### src/evs_pkg.sv
// ----------------------------------------------------------------------------
// evs_pkg: shared types for the ensemble vector spread block
// Transaction structs, the internal operation record and the back-end states.
// ----------------------------------------------------------------------------
package evs_pkg;

  localparam int unsigned PointW  = 14;
  localparam int unsigned SampleW = 16;
  localparam int unsigned SumW    = 24;
  localparam int unsigned SqSumW  = 41;
  localparam int unsigned SqW     = 32;
  localparam int unsigned CountW  = 8;
  localparam int unsigned SpreadW = 16;

  localparam logic REQ_ACCUM   = 1'b0;
  localparam logic REQ_COMPUTE = 1'b1;

  typedef struct packed {
    logic                      req_type;
    logic [PointW-1:0]         point_index;
    logic signed [SampleW-1:0] u_sample;
    logic signed [SampleW-1:0] v_sample;
    logic                      sample_missing;
  } in_item_t;

  typedef struct packed {
    logic [PointW-1:0]  result_point;
    logic [SpreadW-1:0] spread;
    logic               spread_missing;
  } out_item_t;

  // One classified request as the front end hands it to the back end.
  typedef struct packed {
    logic                      req_type;
    logic [PointW-1:0]         point;
    logic signed [SampleW-1:0] u;
    logic signed [SampleW-1:0] v;
    logic [SqW-1:0]            sq;
    logic                      missing;
  } op_t;

  typedef enum logic [2:0] {
    S_CLEAR,
    S_IDLE,
    S_READ,
    S_MUL,
    S_NUM,
    S_DIV,
    S_SQRT,
    S_OUT
  } back_state_t;

endpackage

### src/evs_front.sv
// ----------------------------------------------------------------------------
// evs_front: request intake
// Drops requests beyond the grid, sums the squares of both samples and queues the operation.
// ----------------------------------------------------------------------------
module evs_front #(
  parameter int unsigned GRID_POINTS = 16384
) (
  input  logic              clk,
  input  logic              rst_n,
  input  logic              push,
  input  evs_pkg::in_item_t item,
  output logic              q_full,
  output logic              op_valid,
  output evs_pkg::op_t      op,
  input  logic              op_pop
);
  import evs_pkg::*;

  localparam int unsigned CmpW = (PointW > $clog2(GRID_POINTS + 1)) ? PointW
                                 : $clog2(GRID_POINTS + 1);

  op_t        ent_r [2];
  logic       wr_ptr_r, wr_ptr_nxt;
  logic       rd_ptr_r, rd_ptr_nxt;
  logic [1:0] cnt_r, cnt_nxt;
  op_t        new_op;
  logic       in_range;
  logic       enq;
  logic       deq;
  logic signed [2*SampleW-1:0] uu, vv;

  assign in_range = CmpW'(item.point_index) < CmpW'(GRID_POINTS);
  assign enq      = push && in_range;
  assign deq      = op_pop && op_valid;
  assign uu       = item.u_sample * item.u_sample;
  assign vv       = item.v_sample * item.v_sample;

  always_comb begin
    new_op.req_type = item.req_type;
    new_op.point    = item.point_index;
    new_op.u        = item.u_sample;
    new_op.v        = item.v_sample;
    new_op.sq       = SqW'(uu) + SqW'(vv);
    new_op.missing  = item.sample_missing;
  end

  always_comb begin
    wr_ptr_nxt = enq ? ~wr_ptr_r : wr_ptr_r;
    rd_ptr_nxt = deq ? ~rd_ptr_r : rd_ptr_r;
    cnt_nxt    = cnt_r + 2'(enq) - 2'(deq);
  end

  always_ff @(posedge clk) begin
    if (!rst_n) begin
      wr_ptr_r <= 1'b0;
      rd_ptr_r <= 1'b0;
      cnt_r    <= 2'd0;
    end else begin
      wr_ptr_r <= wr_ptr_nxt;
      rd_ptr_r <= rd_ptr_nxt;
      cnt_r    <= cnt_nxt;
    end
  end

  always_ff @(posedge clk) begin
    if (enq) begin
      ent_r[wr_ptr_r] <= new_op;
    end
  end

  assign q_full   = cnt_r == 2'd2;
  assign op_valid = cnt_r != 2'd0;
  assign op       = ent_r[rd_ptr_r];

endmodule

### config.mk
export PLATFORM = sky130hd
export DESIGN_NAME = evs_front
export DESIGN_NICKNAME = d
export VERILOG_FILES = /design/src/evs_pkg.sv /design/src/evs_front.sv
export SDC_FILE = /design/constraint.sdc
export NUM_CORES = 1
export LEC_CHECK = 0
export BUFFER_PORTS_ARGS = -buffer_cell sky130_fd_sc_hd__buf_2
export CELL_PAD_IN_SITES_DETAIL_PLACEMENT = 1
export CELL_PAD_IN_SITES_GLOBAL_PLACEMENT = 1
export CORE_MARGIN = 2
export CORE_UTILIZATION = 43
export CTS_CLUSTER_DIAMETER = 80
export DETAILED_ROUTE_END_ITERATION = 10
export HOLD_SLACK_MARGIN = 0.15
export PLACE_DENSITY = 0.72
export SYNTH_ARGS = -nofsm -noshare
export SYNTH_HDL_FRONTEND = slang
export SYNTH_SLANG_ARGS = --single-unit
### constraint.sdc
create_clock -name clk -period 10.96 [get_ports clk]
set_input_delay 2.192 -clock clk [delete_from_list [all_inputs] [get_ports clk]]
set_output_delay 2.192 -clock clk [all_outputs]
set_load 0.01 [all_outputs]
* After elaboration in Yosys (flattened, before gate mapping) *
Memories as Yosys holds them, arrays and structs flattened. A register that Yosys moved wholly into a read port is not among the register bits.
Cells that the tools add are included.

storage, ports and cells
  bits in registers = 4
  bits in writable memories = 160
  input bits = 52
  output and inout port bits = 82
  word-level logic and storage cells = 18
  memories = 1

operators by class
  $add $sub $neg = 3
  multiply operators = 2
  equal/unequal tests = 1
  muxes and demuxes = 4
  bitwise gates (word level) = 2
  reduce and logical (&&, ||, !) cells = 2

memory list
  memory  words  bits a word  rd ports  clocked after Yosys merged registers in  write ports  RTL line         text
  ent_r   2      80           1         1                                        1            evs_front.sv:22  op_t ent_r [2];

operators by type and width
  cell                                            count
  16-bit by 16-bit multiplier with 32-bit output  2
  32-bit adder                                    1
  1-bit 2-to-1 mux                                4
  2-bit by 1-bit adder with 2-bit output          1
  2-bit equality test, second input constant      1
  1-bit NOT                                       2
  2-bit nonzero test                              1
  2-bit by 1-bit subtractor with 2-bit output     1
  1-bit logical AND                               1

* Longest topological paths before layout *
  word-level depth = 4
  gate-level depth with buffers = 27

* Least setup slack after synthesis *
OpenSTA, ideal clock, no wires.

  path kind = input to register
  start point = input port item[16] in the netlist's numbering
  end point = memory ent_r[0][32] in the netlist's numbering (data pin)
  setup time = 264 ps
  arrival time = 8708 ps
  slack = 1987 ps
  stages on the path = 23
  path buffers = 3
  cells stage by stage = clkbuf_1 > clkbuf_1 > nand2_1 > fa_1 > fa_1 > fa_1 > fa_1 > inv_1 > fa_1 > fa_1 > fa_1 > inv_1 > fa_1 > inv_1 > ha_1 > buf_4 > a21o_1 > a21oi_1 > o221ai_1 > a31o_1 > a41oi_2 > o21ai_1 > xnor2_1

RTL lines
  what             RTL line         text
  start, declared  evs_front.sv:11  input evs_pkg::in_item_t item,
  end, declared    evs_front.sv:22

==> flow_metrics.py <==
metrics = {
    "run_status": {
        "status": "finished, final reports clean",
    },
    "yosys": {
        "ys_warn_count": 0,
        "synth_area_leader_cell": "fa_1",
        "ys_top_cells_by_area": "fa_1 44%, edfxtp_1 20%, inv_1 9.9%",
        "syn_inst": 2092,
        "async_reset_ff_share_pct": 0,
        "synth_edf_count": 160,
        "synth_cell_types": 63,
        "synth_seq_area_share_pct": 20.9,
        "syn_nets": 2812,
        "avgSynthCellArea_um2": 11.2,
        "synth_top_area_share_pct": 44.3,
        "synth-main-ff-cell": "edfxtp_1",
        "syn-cell-area_mm2": 0.0235,
        "synth-seq-cells": 165,
    },
    "clocking": {
        "clockRootBuffer": "clkbuf_16",
        "clkSinkCount": 165,
        "cts_tree": "built",
        "cts_buffers": 17,
        "hold_buffers": 0,
        "clockBufferDepth": 2,
        "post_cts_resize_count": 0,
        "worstSkewPairLatency_ps": 470,
        "postCtsSetupBuffers": 0,
        "h-tree-depth": 4,
        "clk_pin_slew_ps": 80,
    },
    "detailed_routing": {
        "avgViaCountPerCell": 4.98,
        "via_count": 14467,
        "dr.pass1.iters": 4,
        "drt_iter0_drc": 473,
        "drc": 0,
        "drtAntennaViolNets": 0,
        "wire_per_inst_um": 19.7,
        "drt_wl_total_mm": 57.3,
    },
    "critical_path": {
        "startpoint": "item[16]",
        "cp_top_family": "adder cells",
        "endpoint_kind": "flop",
        "critical_path_class": "input port to flop",
        "cp_max_fo": 23,
        "cp_common_cell": "fa_1",
        "rrSetupSlack_ps": 8980,
        "r2r-end": "ent_r[1][65]$_DFFE_PP_",
        "critPathArrivalTime_ps": 9700,
        "crit_buf_inv": 3,
        "required_ps": 11200,
        "slowest_stage": "and2_1",
        "crit_path_cell_trace": "buf_2, and2_1, inv_1, fa_1, fa_1, fa_1, fa_1, fa_1, fa_1, fa_1, fa_1, inv_1, ha_1, nand2_1, nor2_1, nand2_1, a21oi_1, o2111ai_1, o311ai_1",
        "max_stage_delay_ps": 800,
        "r2r_cells": 2,
        "cp-start-kind": "input port",
        "r2r_start": "wr_ptr_r$_SDFFE_PN0P_",
    },
    "timing": {
        "hold_violations": 0,
        "relSlewSlack_pct": 23.9,
        "rsz0062_at_grt": "false",
        "setup_viol": 0,
        "clock_skew_ps": 18.3,
        "slew_violations": 0,
        "timing.final.crit_share_pct": 86.4,
        "worstMarginPinSlew_ps": 1140,
        "final.setup.tns_ps": 0,
        "min_period_ps": 9460,
        "fmax_mhz": 106,
    },
    "global_route": {
        "overflow": 0,
        "grt_use_met2_pct": 43.6,
        "grt_usage_pct": 21.8,
        "grt_pass1_wl_mm": 93.1,
        "grt-busiest-layer": "met2",
        "grt_pass1_vias": 17723,
        "grt_util_met1_pct": 23.1,
        "grt_max_degree": 81,
        "antenna_found_initial": 0,
        "gr-usage-met3_pct": 2.11,
    },
    "worst_hold_path": {
        "hold_depth": 2,
        "hold_path_end": "rd_ptr_r$_SDFFE_PN0P_",
        "hold_class": "flop to flop",
        "min_from": "rd_ptr_r$_SDFFE_PN0P_",
    },
    "run": {
        "cap_violations": 0,
    },
    "floorplanning": {
        "core_mm2": 0.0539,
        "pin_count": 134,
        "die_width_um": 238,
        "die_y_um": 238,
        "start_util_pct": 43.6,
        "rows": 85,
        "die_area_mm2": 0.0566,
    },
    "placement": {
        "place.gp.congestion": 0.849,
        "port_buffers": 133,
        "dp_hpwl_mm": 47.1,
    },
    "layout": {
        "drive_gt1_share_pct": 12.5,
        "nets": 2914,
        "area_growth_pct": 8.42,
        "mostFrequentLayoutCell": "inv_1",
        "final_cell_mix": "623 x inv_1, 521 x fa_1, 160 x edfxtp_1, 147 x ha_1, 145 x nand2_1",
    },
}
==> worst max-delay path by stage <==
stage	cells past startpoint	endpoint
2_1_floorplan	23	ent_r[0][32]$_DFFE_PP_
3_3_place_gp	21	ent_r[0][28]$_DFFE_PP_
3_5_place_dp	19	ent_r[1][28]$_DFFE_PP_
4_1_cts	19	ent_r[0][28]$_DFFE_PP_
5_1_grt	21	ent_r[1][31]$_DFFE_PP_
6_report	19	ent_r[0][28]$_DFFE_PP_
==> cell type report <==
cell class	count	area (µm²)
inverters	623	2340
clock buffers	17	425
fillers	5822	28400
flip-flops and latches	165	4910
well taps	696	871
clock inverters	15	178
repair buffers	139	711
diodes	1	2.50
multi-input cells	1248	16100
==> metrics by stage <==
step	cells	cell area (µm²)	setup slack [ps]	util [%]	hold slack (ps)
detailed placement	2871	24900	1070	46.2	534
floorplan	2092	23500	1990	-	504
CTS	2903	25500	1570	47.3	556
global route	2903	25500	1200	47.3	622
finish	2904	25500	1500	47.3	548
global placement	2871	24900	1300	46.2	520
==> synthesized netlist by cell type (3+ instances only) <==
library cell	instances
inv_1	623
and2_1	99
nand3_1	8
o21ai_1	5
xor2_1	11
nand2_1	145
o21ai_0	9
xnor2_1	44
nand2b_1	7
mux2_2	82
a21o_1	12
nor2_1	42
edfxtp_1	160
a211oi_1	3
fa_1	521
ha_1	147
and3_1	3
or2_2	4
o21a_1	5
dfxtp_1	5
nor3_1	12
o21bai_1	4
a21oi_1	17
nand4_1	3
clkbuf_1	53
nor2b_1	22
==> worst reg2reg max path, stage by stage, from the launching register on <==
cell and delay [ps]:
dfxtp_1 400, and2_4 520, buf_4 630
==> flip-flops by register name (all words and copies together), names as in the netlist, named ones only <==
register	count
ent_r	160
rd_ptr_r	1
cnt_r	2
wr_ptr_r	1
==> metal layers <==
layer | share of wire (%) | wire [µm]
met5 | 0 | 0
met3 | 1.5 | 859
met4 | 3.4 | 1980
met1 | 36 | 20500
met2 | 59 | 33900
==> cells by family (layout without fill, tap and decap cells) <==
family	Yosys count	count (layout)	synth area share (%)
compound gates	84	84	2.57
flops	165	165	20.9
simple gates	357	357	7.49
fa+ha+maj	668	668	52.2
buf+inv	679	794	10.9
other cells	1	2	0.0159
mux	83	83	3.97
xor+xnor	55	55	2.05
Power is not shown: default switching activity piles up to over one toggle a cycle in this logic, so the estimate is an artifact.
